## src/hdl/spt_pkg.sv

```systemverilog
// Shared types, register codes and reset values for the stepped pulse train generator.
package spt_pkg;

   localparam int CNT_W  = 8;
   localparam int WID_W  = 16;
   localparam int TICK_W = 17;
   localparam int IDX_W  = 3;
   localparam int PH_W   = 3;

   // Sequencer phase codes
   localparam logic [PH_W-1:0] PH_IDLE = 3'd0;
   localparam logic [PH_W-1:0] PH_SYNC = 3'd1;
   localparam logic [PH_W-1:0] PH_HIGH = 3'd2;
   localparam logic [PH_W-1:0] PH_LOW  = 3'd3;
   localparam logic [PH_W-1:0] PH_GAP  = 3'd4;

   // Register indexes
   localparam logic [IDX_W-1:0] REG_BASE_WIDTH  = 3'd0;
   localparam logic [IDX_W-1:0] REG_LOW_GAP     = 3'd1;
   localparam logic [IDX_W-1:0] REG_PULSE_COUNT = 3'd2;
   localparam logic [IDX_W-1:0] REG_FRAME_GAP   = 3'd3;
   localparam logic [IDX_W-1:0] REG_WIDTH_STEP  = 3'd4;
   localparam logic [IDX_W-1:0] REG_MAX_EXTRA   = 3'd5;
   localparam logic [IDX_W-1:0] REG_SYNC_WIDTH  = 3'd6;

   // Register reset values
   localparam logic [WID_W-1:0] RST_BASE_WIDTH  = 16'd300;
   localparam logic [WID_W-1:0] RST_LOW_GAP     = 16'd100;
   localparam logic [CNT_W-1:0] RST_PULSE_COUNT = 8'd13;
   localparam logic [WID_W-1:0] RST_FRAME_GAP   = 16'd6500;
   localparam logic [WID_W-1:0] RST_WIDTH_STEP  = 16'd50;
   localparam logic [WID_W-1:0] RST_MAX_EXTRA   = 16'd650;
   localparam logic [WID_W-1:0] RST_SYNC_WIDTH  = 16'd500;

   typedef struct packed {
      logic [WID_W-1:0] base_width;
      logic [WID_W-1:0] low_gap;
      logic [CNT_W-1:0] pulse_count;
      logic [WID_W-1:0] frame_gap;
      logic [WID_W-1:0] width_step;
      logic [WID_W-1:0] max_extra;
      logic [WID_W-1:0] sync_width;
   } cfg_type;

   typedef struct packed {
      logic level_a;
      logic level_b;
      logic frame_end;
   } tick_result_type;

endpackage

```

## src/hdl/spt_req_if.sv

```systemverilog
// Request channel: one tick carrying the two switch levels.
interface spt_req_if;
   logic valid;
   logic ready;
   logic stop_switch;
   logic invert_switch;

   modport source (output valid, output stop_switch, output invert_switch, input ready);
   modport sink   (input valid, input stop_switch, input invert_switch, output ready);
endinterface

```

## src/hdl/spt_rsp_if.sv

```systemverilog
// Response channel: output levels and end-of-frame mark for one tick.
interface spt_rsp_if;
   logic valid;
   logic ready;
   logic level_a;
   logic level_b;
   logic frame_end;

   modport source (output valid, output level_a, output level_b, output frame_end,
                   input ready);
   modport sink   (input valid, input level_a, input level_b, input frame_end,
                   output ready);
endinterface

```

## src/hdl/spt_csr.sv

```systemverilog
// Configuration register bank.
module spt_csr (
   input  logic                     clock,
   input  logic                     reset,
   input  logic                     write_enable,
   input  logic [spt_pkg::IDX_W-1:0] index,
   input  logic [spt_pkg::WID_W-1:0] write_data,
   output spt_pkg::cfg_type         cfg
);

   spt_pkg::cfg_type cfg_ff;
   spt_pkg::cfg_type cfg_in;

   always_comb begin
      cfg_in = cfg_ff;
      if (write_enable) begin
         case (index)
            spt_pkg::REG_BASE_WIDTH:  cfg_in.base_width  = write_data;
            spt_pkg::REG_LOW_GAP:     cfg_in.low_gap     = write_data;
            spt_pkg::REG_PULSE_COUNT: cfg_in.pulse_count = write_data[spt_pkg::CNT_W-1:0];
            spt_pkg::REG_FRAME_GAP:   cfg_in.frame_gap   = write_data;
            spt_pkg::REG_WIDTH_STEP:  cfg_in.width_step  = write_data;
            spt_pkg::REG_MAX_EXTRA:   cfg_in.max_extra   = write_data;
            spt_pkg::REG_SYNC_WIDTH:  cfg_in.sync_width  = write_data;
            default: ;
         endcase
      end
   end

   always_ff @(posedge clock) begin
      if (reset) begin
         cfg_ff.base_width  <= spt_pkg::RST_BASE_WIDTH;
         cfg_ff.low_gap     <= spt_pkg::RST_LOW_GAP;
         cfg_ff.pulse_count <= spt_pkg::RST_PULSE_COUNT;
         cfg_ff.frame_gap   <= spt_pkg::RST_FRAME_GAP;
         cfg_ff.width_step  <= spt_pkg::RST_WIDTH_STEP;
         cfg_ff.max_extra   <= spt_pkg::RST_MAX_EXTRA;
         cfg_ff.sync_width  <= spt_pkg::RST_SYNC_WIDTH;
      end else begin
         cfg_ff <= cfg_in;
      end
   end

   assign cfg = cfg_ff;

endmodule

```

## src/hdl/spt_sequencer.sv

```systemverilog
// Frame sequencer: phase state, tick counter and per-pulse width stepping.
module spt_sequencer (
   input  logic                     clock,
   input  logic                     reset,
   input  logic                     fire,
   input  logic                     stop_switch,
   input  logic                     invert_switch,
   input  spt_pkg::cfg_type         cfg,
   output spt_pkg::tick_result_type result
);

   typedef struct packed {
      logic [spt_pkg::PH_W-1:0]   phase;
      logic [spt_pkg::TICK_W-1:0] ticks;
      logic [spt_pkg::CNT_W-1:0]  index;
      logic [spt_pkg::WID_W-1:0]  extra;
   } seq_type;

   logic [spt_pkg::PH_W-1:0]   phase_ff, phase_in;
   logic [spt_pkg::TICK_W-1:0] ticks_left_ff, ticks_left_in;
   logic [spt_pkg::CNT_W-1:0]  pulse_index_ff, pulse_index_in;
   logic [spt_pkg::WID_W-1:0]  pulse_extra_ff, pulse_extra_in;
   logic                       invert_mode_ff, invert_mode_in;

   // Extra width after one finished pulse
   function automatic logic [spt_pkg::WID_W-1:0] step_extra(
      input logic [spt_pkg::WID_W-1:0] ext, input logic inv, input spt_pkg::cfg_type c);
      logic [spt_pkg::WID_W:0] sum;
      sum = {1'b0, ext} + {1'b0, c.width_step};
      if (inv) begin
         step_extra = (ext > c.width_step) ? (ext - c.width_step) : '0;
      end else begin
         step_extra = sum[spt_pkg::WID_W] ? '1 : sum[spt_pkg::WID_W-1:0];
      end
   endfunction

   function automatic seq_type gap_entry(input seq_type s, input spt_pkg::cfg_type c);
      seq_type r;
      r = s;
      if (c.frame_gap != '0) begin
         r.phase = spt_pkg::PH_GAP;
         r.ticks = {1'b0, c.frame_gap};
      end else begin
         r.phase = spt_pkg::PH_IDLE;
         r.ticks = '0;
      end
      return r;
   endfunction

   // Load a pulse; a pulse of zero high and low time is skipped in closed form:
   // with zero extra it steps once given a nonzero normal-mode step, else all remaining skip
   function automatic seq_type high_entry(input logic [spt_pkg::CNT_W-1:0] idx,
      input logic [spt_pkg::WID_W-1:0] ext, input logic inv, input spt_pkg::cfg_type c);
      seq_type r;
      logic [spt_pkg::TICK_W-1:0] hw;
      logic [spt_pkg::WID_W-1:0]  e1;
      logic [spt_pkg::CNT_W-1:0]  idx1;
      r.index = idx;
      r.extra = ext;
      r.phase = spt_pkg::PH_HIGH;
      r.ticks = '0;
      hw = {1'b0, c.base_width} + {1'b0, ext};
      e1 = step_extra(ext, inv, c);
      idx1 = idx + 8'd1;
      if (hw != '0) begin
         r.ticks = hw;
      end else if (c.low_gap != '0) begin
         r.phase = spt_pkg::PH_LOW;
         r.ticks = {1'b0, c.low_gap};
      end else begin
         r.extra = e1;
         if (idx1 >= c.pulse_count || idx1 == '0) begin
            r.index = idx1;
            r = gap_entry(r, c);
         end else if (e1 != '0) begin
            r.index = idx1;
            r.ticks = {1'b0, e1};
         end else begin
            r.index = c.pulse_count;
            r = gap_entry(r, c);
         end
      end
      return r;
   endfunction

   function automatic seq_type decide(input logic [spt_pkg::CNT_W-1:0] idx,
      input logic [spt_pkg::WID_W-1:0] ext, input logic inv, input spt_pkg::cfg_type c);
      seq_type r;
      r.phase = spt_pkg::PH_IDLE;
      r.ticks = '0;
      r.index = idx;
      r.extra = ext;
      if (idx >= c.pulse_count) begin
         r = gap_entry(r, c);
      end else begin
         r = high_entry(idx, ext, inv, c);
      end
      return r;
   endfunction

   function automatic seq_type low_exit(input logic [spt_pkg::CNT_W-1:0] idx,
      input logic [spt_pkg::WID_W-1:0] ext, input logic inv, input spt_pkg::cfg_type c);
      seq_type r;
      logic [spt_pkg::WID_W-1:0] e;
      logic [spt_pkg::CNT_W-1:0] idx1;
      e = step_extra(ext, inv, c);
      idx1 = idx + 8'd1;
      r.phase = spt_pkg::PH_IDLE;
      r.ticks = '0;
      r.index = idx1;
      r.extra = e;
      if (idx1 >= c.pulse_count || idx1 == '0) begin
         r = gap_entry(r, c);
      end else begin
         r = high_entry(idx1, e, inv, c);
      end
      return r;
   endfunction

   // Leave the current phase for the next one of nonzero length
   function automatic seq_type advance(input seq_type s, input logic inv,
      input spt_pkg::cfg_type c);
      seq_type r;
      r = s;
      case (s.phase)
         spt_pkg::PH_IDLE: begin
            if (c.sync_width != '0) begin
               r.phase = spt_pkg::PH_SYNC;
               r.ticks = {1'b0, c.sync_width};
            end else begin
               r = decide(s.index, s.extra, inv, c);
            end
         end
         spt_pkg::PH_SYNC: r = decide(s.index, s.extra, inv, c);
         spt_pkg::PH_HIGH: begin
            if (c.low_gap != '0) begin
               r.phase = spt_pkg::PH_LOW;
               r.ticks = {1'b0, c.low_gap};
            end else begin
               r = low_exit(s.index, s.extra, inv, c);
            end
         end
         spt_pkg::PH_LOW: r = low_exit(s.index, s.extra, inv, c);
         default: begin
            r.phase = spt_pkg::PH_IDLE;
            r.ticks = '0;
         end
      endcase
      return r;
   endfunction

   seq_type cur, start, first, run, nxt, last;
   logic    run_valid;
   logic    inv_sel;
   logic [spt_pkg::TICK_W-1:0] dec;

   always_comb begin
      cur  = '{phase: phase_ff, ticks: ticks_left_ff, index: pulse_index_ff,
               extra: pulse_extra_ff};
      nxt       = cur;
      inv_sel   = invert_mode_ff;
      run       = cur;
      run_valid = 1'b0;
      result    = '0;
      start.phase = spt_pkg::PH_IDLE;
      start.ticks = '0;
      start.index = '0;
      start.extra = invert_switch ? cfg.max_extra : '0;
      first = advance(start, invert_switch, cfg);
      if (phase_ff == spt_pkg::PH_IDLE) begin
         if (!stop_switch) begin
            inv_sel = invert_switch;
            if (first.phase == spt_pkg::PH_IDLE) begin
               nxt = first;
               result.frame_end = 1'b1;
            end else begin
               run = first;
               run_valid = 1'b1;
            end
         end
      end else begin
         run_valid = 1'b1;
      end
      dec = run.ticks - 17'd1;
      last = run;
      last.ticks = '0;
      last = advance(last, inv_sel, cfg);
      if (run_valid) begin
         result.level_a = (run.phase == spt_pkg::PH_HIGH);
         result.level_b = (run.phase == spt_pkg::PH_SYNC);
         if (dec == '0) begin
            nxt = last;
            result.frame_end = (last.phase == spt_pkg::PH_IDLE);
         end else begin
            nxt = run;
            nxt.ticks = dec;
         end
      end
      phase_in       = nxt.phase;
      ticks_left_in  = nxt.ticks;
      pulse_index_in = nxt.index;
      pulse_extra_in = nxt.extra;
      invert_mode_in = inv_sel;
   end

   always_ff @(posedge clock) begin
      if (reset) begin
         phase_ff       <= spt_pkg::PH_IDLE;
         ticks_left_ff  <= '0;
         pulse_index_ff <= '0;
         pulse_extra_ff <= '0;
         invert_mode_ff <= 1'b0;
      end else if (fire) begin
         phase_ff       <= phase_in;
         ticks_left_ff  <= ticks_left_in;
         pulse_index_ff <= pulse_index_in;
         pulse_extra_ff <= pulse_extra_in;
         invert_mode_ff <= invert_mode_in;
      end
   end

   a_running_has_ticks: assert property (@(posedge clock) disable iff (reset)
      phase_ff != spt_pkg::PH_IDLE |-> ticks_left_ff != '0)
      else $error("running phase with zero ticks left");

   a_idle_no_ticks: assert property (@(posedge clock) disable iff (reset)
      phase_ff == spt_pkg::PH_IDLE |-> ticks_left_ff == '0)
      else $error("idle phase holds a tick count");

   a_end_to_idle: assert property (@(posedge clock) disable iff (reset)
      fire && result.frame_end |=> phase_ff == spt_pkg::PH_IDLE)
      else $error("frame end not followed by idle");

   a_outputs_exclusive: assert property (@(posedge clock) disable iff (reset)
      fire |-> !(result.level_a && result.level_b))
      else $error("A and B high on the same tick");

endmodule

```

## src/hdl/stepped_pulse_train_generator.sv

```systemverilog
// Stepped pulse train generator: sync pulse on B, then a train of stepped-width pulses on A.
// Path: an accepted request is held in the request register, and its result goes into the
// response register around the sequencer update.
// Throughput: one request per cycle while the response slot is free or being taken; the
// sequencer steps its tick counter and loads the next phase, skipping zero-length ones,
// in the same cycle.
// Reset (synchronous, active high): registers return to their defaults, phase goes idle,
// and both channel stages empty.
module stepped_pulse_train_generator (
   input  logic                      clock,
   input  logic                      reset,
   spt_req_if.sink                   req_ch,
   spt_rsp_if.source                 rsp_ch,
   input  logic                      csr_write_enable,
   input  logic [spt_pkg::IDX_W-1:0] csr_index,
   input  logic [spt_pkg::WID_W-1:0] csr_write_data
);

   spt_pkg::cfg_type         cfg;
   spt_pkg::tick_result_type tick_result;

   // Request stage
   logic in_valid_ff, in_valid_in;
   logic in_stop_ff, in_stop_in;
   logic in_invert_ff, in_invert_in;

   // Response stage
   logic                     out_valid_ff, out_valid_in;
   spt_pkg::tick_result_type out_result_ff, out_result_in;

   logic pipe_move;
   logic fire;

   spt_csr u_csr (
      .clock        (clock),
      .reset        (reset),
      .write_enable (csr_write_enable),
      .index        (csr_index),
      .write_data   (csr_write_data),
      .cfg          (cfg)
   );

   // Advance the pipe whenever the response slot is empty or being taken
   assign pipe_move    = !out_valid_ff || rsp_ch.ready;
   assign fire         = in_valid_ff && pipe_move;
   assign req_ch.ready = !in_valid_ff || pipe_move;

   spt_sequencer u_sequencer (
      .clock         (clock),
      .reset         (reset),
      .fire          (fire),
      .stop_switch   (in_stop_ff),
      .invert_switch (in_invert_ff),
      .cfg           (cfg),
      .result        (tick_result)
   );

   always_comb begin
      in_valid_in   = in_valid_ff;
      in_stop_in    = in_stop_ff;
      in_invert_in  = in_invert_ff;
      out_valid_in  = out_valid_ff;
      out_result_in = out_result_ff;
      // Take a new request when the stage is free or drains this cycle
      if (req_ch.ready) begin
         in_valid_in  = req_ch.valid;
         in_stop_in   = req_ch.stop_switch;
         in_invert_in = req_ch.invert_switch;
      end
      // Load the response slot from the sequencer, or drop it once taken
      if (pipe_move) begin
         out_valid_in = in_valid_ff;
         if (fire) begin
            out_result_in = tick_result;
         end
      end
   end

   always_ff @(posedge clock) begin
      if (reset) begin
         in_valid_ff  <= 1'b0;
         out_valid_ff <= 1'b0;
      end else begin
         in_valid_ff  <= in_valid_in;
         out_valid_ff <= out_valid_in;
      end
   end

   // Payload holds no reset
   always_ff @(posedge clock) begin
      in_stop_ff    <= in_stop_in;
      in_invert_ff  <= in_invert_in;
      out_result_ff <= out_result_in;
   end

   assign rsp_ch.valid     = out_valid_ff;
   assign rsp_ch.level_a   = out_result_ff.level_a;
   assign rsp_ch.level_b   = out_result_ff.level_b;
   assign rsp_ch.frame_end = out_result_ff.frame_end;

endmodule
```

## src/flat_wrapper.sv

```systemverilog
// flat-port wrapper written by rule: the top's interface ports become plain ports
module stepped_pulse_train_generator_flat 
  (clock, reset, csr_write_enable, csr_index, csr_write_data, req_ch_valid, req_ch_stop_switch, req_ch_invert_switch, req_ch_ready, rsp_ch_valid, rsp_ch_level_a, rsp_ch_level_b, rsp_ch_frame_end, rsp_ch_ready);
  spt_req_if req_ch_i ();
  spt_rsp_if rsp_ch_i ();
  input  logic clock;
  input  logic reset;
  input  logic csr_write_enable;
  input  logic [spt_pkg::IDX_W-1:0] csr_index;
  input  logic [spt_pkg::WID_W-1:0] csr_write_data;
  input wire logic [$bits(req_ch_i.valid)-1:0] req_ch_valid;
  input wire logic [$bits(req_ch_i.stop_switch)-1:0] req_ch_stop_switch;
  input wire logic [$bits(req_ch_i.invert_switch)-1:0] req_ch_invert_switch;
  output wire logic [$bits(req_ch_i.ready)-1:0] req_ch_ready;
  output wire logic [$bits(rsp_ch_i.valid)-1:0] rsp_ch_valid;
  output wire logic [$bits(rsp_ch_i.level_a)-1:0] rsp_ch_level_a;
  output wire logic [$bits(rsp_ch_i.level_b)-1:0] rsp_ch_level_b;
  output wire logic [$bits(rsp_ch_i.frame_end)-1:0] rsp_ch_frame_end;
  input wire logic [$bits(rsp_ch_i.ready)-1:0] rsp_ch_ready;
  assign req_ch_i.valid = req_ch_valid;
  assign req_ch_i.stop_switch = req_ch_stop_switch;
  assign req_ch_i.invert_switch = req_ch_invert_switch;
  assign req_ch_ready = req_ch_i.ready;
  assign rsp_ch_valid = rsp_ch_i.valid;
  assign rsp_ch_level_a = rsp_ch_i.level_a;
  assign rsp_ch_level_b = rsp_ch_i.level_b;
  assign rsp_ch_frame_end = rsp_ch_i.frame_end;
  assign rsp_ch_i.ready = rsp_ch_ready;
  stepped_pulse_train_generator u_core (.clock(clock), .reset(reset), .req_ch(req_ch_i), .rsp_ch(rsp_ch_i), .csr_write_enable(csr_write_enable), .csr_index(csr_index), .csr_write_data(csr_write_data));
endmodule
```

## config.mk

```make
export PLATFORM = sky130hd
export DESIGN_NAME = stepped_pulse_train_generator_flat
export DESIGN_NICKNAME = d
export VERILOG_FILES = /design/src/hdl/spt_pkg.sv /design/src/hdl/spt_req_if.sv /design/src/hdl/spt_rsp_if.sv /design/src/hdl/spt_csr.sv /design/src/hdl/spt_sequencer.sv /design/src/hdl/stepped_pulse_train_generator.sv /design/src/flat_wrapper.sv
export SDC_FILE = /design/constraint.sdc
export NUM_CORES = 1
export LEC_CHECK = 0
export ABC_AREA = 1
export BUFFER_PORTS_ARGS = -buffer_cell sky130_fd_sc_hd__buf_4
export CORE_UTILIZATION = 25
export CTS_BUF_LIST = sky130_fd_sc_hd__clkbuf_8
export DETAILED_ROUTE_END_ITERATION = 12
export GPL_TIMING_DRIVEN = 1
export HOLD_SLACK_MARGIN = 0.02
export SETUP_SLACK_MARGIN = 0.15
export SYNTH_ARGS = -nofsm -noshare
export SYNTH_HDL_FRONTEND = slang
export SYNTH_HIERARCHICAL = 1
export SYNTH_SLANG_ARGS = --single-unit
```

## constraint.sdc

```tcl
create_clock -name clock -period 24.2 [get_ports clock]
set_input_delay 6.05 -clock clock [delete_from_list [all_inputs] [get_ports clock]]
set_output_delay 6.05 -clock clock [all_outputs]
set_load 0.005 [all_outputs]
```

==> metrics.md <==
| Metric | Value |
|---|---|
| Crit path buf inv count | `12` |
| Post-Place Cells | `5,045` |
| Count of nets after finishing | `4,094` |
| Worst endpoint data arrival time | `14.97 ns` |
| Post-CTS Setup Inserts | `0` |
| Post-synth top cells | `nand2_1, nor2_1, inv_1, nand3_1, a21oi_1` |
| First-pass GRT wire length | `158,000 um` |
| Detailed-route vias per instance | `5.37` |
| Post-DR wirelength/cell | `21.3 um` |
| Clk buf depth | `2` |
| Violation count after the first detailed-route iteration | `3,835` |
| Synth warn | `6` |
| Routed via count | `27,200` |
| Syn Inst Count | `3,960` |
| Kind of start point of the critical path | `flop` |
| H-tree level count | `4` |
| Width of the die | `299 um` |
| Worst Hold Margin | `0.466 ns` |
| Fraction of synthesized cell area taken by the top area cell type | `0.206` |
| Final WS setup | `9.60 ns` |
| Library cell with the highest instance count after synthesis | `nand2_1` |
| PostCTS Resize Cnt | `0` |
| Avg Synthesized Cell Area | `5.56 um^2` |
| RSZ-0062 raised after global routing | `no` |
| Status | `finished, final reports clean` |
| Number of hold buffers added after cts | `0` |
| Post-route setup TNS | `0 ns` |
| Crit path capture | `u_core/u_sequencer/pulse_extra_ff[5]$_SDFFE_PP0P_` |
| Path type of the worst setup path | `flop to flop` |
| Reported max-cap violation count | `0` |
| Layout Skew | `0.0385 ns` |
| Starting density of the core | `0.253` |
| Global placement routability congestion | `1.06` |
| Share of cells above drive strength 1 | `0.0702` |
| Register-to-Register Setup Slack | `9.60 ns` |
| End of the worst register-to-register path | `u_core/u_sequencer/pulse_extra_ff[5]$_SDFFE_PP0P_` |
| Number of global-route vias before repair | `24,500` |
| Placeable core area | `0.0870 mm^2` |
| Share of the cycle needed by the critical path after routing | `0.603` |
| Length of the first detailed-routing pass in iterations | `7` |
| Critical path's largest stage delay | `0.67 ns` |
| Clock latency at the later pin of the worst-skew pair | `0.53 ns` |
| Count of cell types in the netlist | `63` |
| Overall routed net length | `108,000 um` |
| Largest delay contributor family on the critical path | `simple AND/OR/NAND/NOR gates` |
| Clock tree from TritonCTS | `built` |
| Hold Violations, Final | `0` |
| Post-synth top flop | `dfxtp_1` |
| Number of buffer cells added on primary ports | `30` |
| Critical path launch point | `u_core/in_invert_ff$_DFFE_PP_` |
| Post-detail-place hpwl | `85,700 um` |
| Slowest cell on crit path | `nor2_8` |
| Data required time of the critical path | `24.57 ns` |
| Lkg Pwr | `0.0117 uW` |
| EDFF count, synth | `5` |
| Post-Syn Area | `0.0220 mm^2` |
| Area enclosed by the die boundary | `0.0893 mm^2` |
| Total CTS buffers | `17` |
| Die boundary height | `299 um` |
| Headroom to the max-slew limit | `0.0814` |
| Number of design rule violations left after detail routing | `0` |
| Proportion of synthesized flip-flops having asynchronous set or reset | `0` |
| Non-filler cells, final | `5,074` |
| Leftover overflow at the end of global routing | `0` |
| Maximum vdd drop | `0.0427 mV` |
| Share of synthesized area occupied by flip-flops and latches | `0.144` |
| Count of pins on the block boundary | `31` |
| Clock transition at the registers of the reported paths | `0.09 ns` |
| Pin slew with the least headroom to its limit | `1.36 ns` |
| Nets in the synthesized netlist | `4,145` |
| Source of the worst register-to-register timing path | `u_core/in_invert_ff$_DFFE_PP_` |
| Number of nets with antenna violations after routing | `0` |
| Category of the worst setup path capture point | `flop` |
| Area growth from synthesis to layout | `7.62%` |
| Post-layout min period | `14.60 ns` |
| CP Max Fanout | `47` |
| Number of storage elements in the synthesis netlist | `156` |
| Worst min-delay path class | `flop to flop` |
| Final Setup Violations | `0` |
| Top cell type by total area after synthesis | `nand2_1` |
| Cell Rows | `108` |
| Largest cells by area after synthesis | `nand2_1, dfxtp_1, ha_1` |
| Number of antenna violations at the first check in global routing | `0` |
| Areal power density over the cells | `51.2 mW/mm^2` |
| All-Layer GR Usage | `0.233` |
| CTS sink count | `156` |
| Number of cell instances on the worst register-to-register path | `71` |
| Setup slack after placement | `10.16 ns` |
| Final Slew Violations | `0` |
| Root cell of the clock tree | `clkbuf_8` |
| Instance count on the critical path | `71` |
| Cell seen most often among critical-path stages | `nand2_1` |
| Maximum number of pins on one net before global-route repair | `100` |
| Achievable Freq | `68.5 MHz` |
| Fill cell instance count of the final layout | `10,100` |
-- through the flow --
step / instance area [um^2] / power (uW) / utilization
6_report: 23700 / 1210 / 0.272
5_1_grt: 23700 / 1280 / 0.272
2_1_floorplan: 22000 / 752 / -
3_3_place_gp: 23300 / 984 / 0.268
4_1_cts: 23700 / 1180 / 0.272
3_5_place_dp: 23300 / 976 / 0.268
-- worst register-to-register path, delay by kind of cell (launching register included) --
family / cells / cell delay [ns]
and+or+nand+nor: 36 / 6.01
AOI/OAI and AO/OA: 18 / 3.68
buffers and inverters: 12 / 3.17
adders and majority gates: 4 / 1.16
DFF: 1 / 0.33
xor gates and xnor gates: 1 / 0.18
-- worst min-delay path by stage --
stage                                                             startpoint  slack (ns)                                                  to  depth (start not counted)
after floorplan                             u_core/u_csr/cfg[2]$_SDFFE_PP1P_        0.43                    u_core/u_csr/cfg[2]$_SDFFE_PP1P_                          2
after global placement                      u_core/u_csr/cfg[4]$_SDFFE_PP1P_        0.44                    u_core/u_csr/cfg[4]$_SDFFE_PP1P_                          2
after detailed placement                    u_core/u_csr/cfg[7]$_SDFFE_PP1P_        0.45                    u_core/u_csr/cfg[7]$_SDFFE_PP1P_                          2
after CTS                                   u_core/u_csr/cfg[7]$_SDFFE_PP1P_        0.47                    u_core/u_csr/cfg[7]$_SDFFE_PP1P_                          2
after global routing      u_core/u_sequencer/pulse_extra_ff[11]$_SDFFE_PP0P_        0.49  u_core/u_sequencer/pulse_extra_ff[11]$_SDFFE_PP0P_                          2
final                                       u_core/u_csr/cfg[7]$_SDFFE_PP1P_        0.47                    u_core/u_csr/cfg[7]$_SDFFE_PP1P_                          2
-- registers in the layout (all words and copies together) (netlist names) --
register,count
u_core/rsp_ch.valid,1
u_core/u_sequencer/pulse_index_ff,8
u_core/rsp_ch.level_b,1
u_core/rsp_ch.level_a,1
u_core/in_invert_ff,1
u_core/in_stop_ff,1
u_core/u_sequencer/pulse_extra_ff,16
u_core/u_sequencer/ticks_left_ff,17
u_core/in_valid_ff,1
u_core/rsp_ch.frame_end,1
u_core/u_sequencer/phase_ff,3
u_core/u_sequencer/invert_mode_ff,1
u_core/u_csr/cfg,104
-- metal layers --
layer	vias to the layer above	part of all wire	GRT usage
met5	-	0	0
met4	0	0.056	0.115
met2	1590	0.43	0.358
met1	12600	0.42	0.312
met3	299	0.10	0.0405
li1	12700	-	-
-- final cells by class --
class / count / area (um^2) / share of cell area
diodes: 1 / 2.50 / 0.000106
multi-input cells: 3203 / 16400 / 0.693
clock inverters: 9 / 113 / 0.00475
well taps: 1155 / 1450 / 0.0610
clock buffers: 19 / 262 / 0.0110
repair buffers: 79 / 593 / 0.0250
flip-flops and latches: 156 / 3170 / 0.134
inverters: 452 / 1700 / 0.0716
-- cell families (layout without fill, tap and decap cells) --
kind of cell / Yosys count / count (layout) / share of synthesized area
compound gates: 643 / 643 / 0.161
simple gates: 2313 / 2313 / 0.455
xor+xnor: 86 / 86 / 0.0349
flops: 156 / 156 / 0.144
other cells: 0 / 1 / 0
buf+inv: 601 / 559 / 0.112
mux: 2 / 2 / 0.000909
fa+ha+maj: 159 / 159 / 0.0924
-- cells in the final DEF (no fill, tap or decap), types with 5 or more instances in the layout --
| cell | synthesis | layout |
|---|---|---|
| a211oi_1 | 7 | 7 |
| or2_2 | 5 | 5 |
| dfxtp_1 | 151 | 151 |
| nand2_2 | 50 | 50 |
| edfxtp_1 | 5 | 5 |
| fa_1 | 6 | 6 |
| a21boi_0 | 5 | 5 |
| nand3_2 | 15 | 15 |
| nand3b_1 | 5 | 5 |
| nor3_1 | 37 | 37 |
| a21oi_1 | 296 | 295 |
| nand3_1 | 374 | 374 |
| a31oi_1 | 18 | 18 |
| inv_2 | 34 | 35 |
| nor2_1 | 479 | 478 |
| o211ai_1 | 21 | 21 |
| nand2_1 | 1207 | 1207 |
| nor2_4 | 12 | 12 |
| o31ai_1 | 7 | 7 |
| buf_4 | 15 | 79 |
| o221ai_1 | 5 | 5 |
| xnor2_1 | 10 | 10 |
| o21ai_0 | 177 | 174 |
| o21ai_1 | 37 | 37 |
| nand4_1 | 53 | 53 |
| inv_1 | 414 | 412 |
| nor2_2 | 20 | 21 |
| clkbuf_8 | 0 | 19 |
| a22oi_1 | 13 | 13 |
| nor3b_1 | 9 | 9 |
| xor2_1 | 74 | 74 |
| nand2_4 | 6 | 6 |
| clkinv_1 | 4 | 5 |
| o21a_1 | 6 | 6 |
| a21o_1 | 10 | 10 |
| o21bai_1 | 27 | 27 |
| ha_1 | 153 | 153 |
| nor4_1 | 18 | 18 |
-- power breakdown --
group          internal (uW)  total [uW]  leakage, uW  switching, uW
registers                269         285      0.00128           15.8
clock network           95.4         207     0.000191            112
logic                    201         721       0.0103            520
total                    566        1210       0.0117            647
Power figures use the tool's default switching activity.
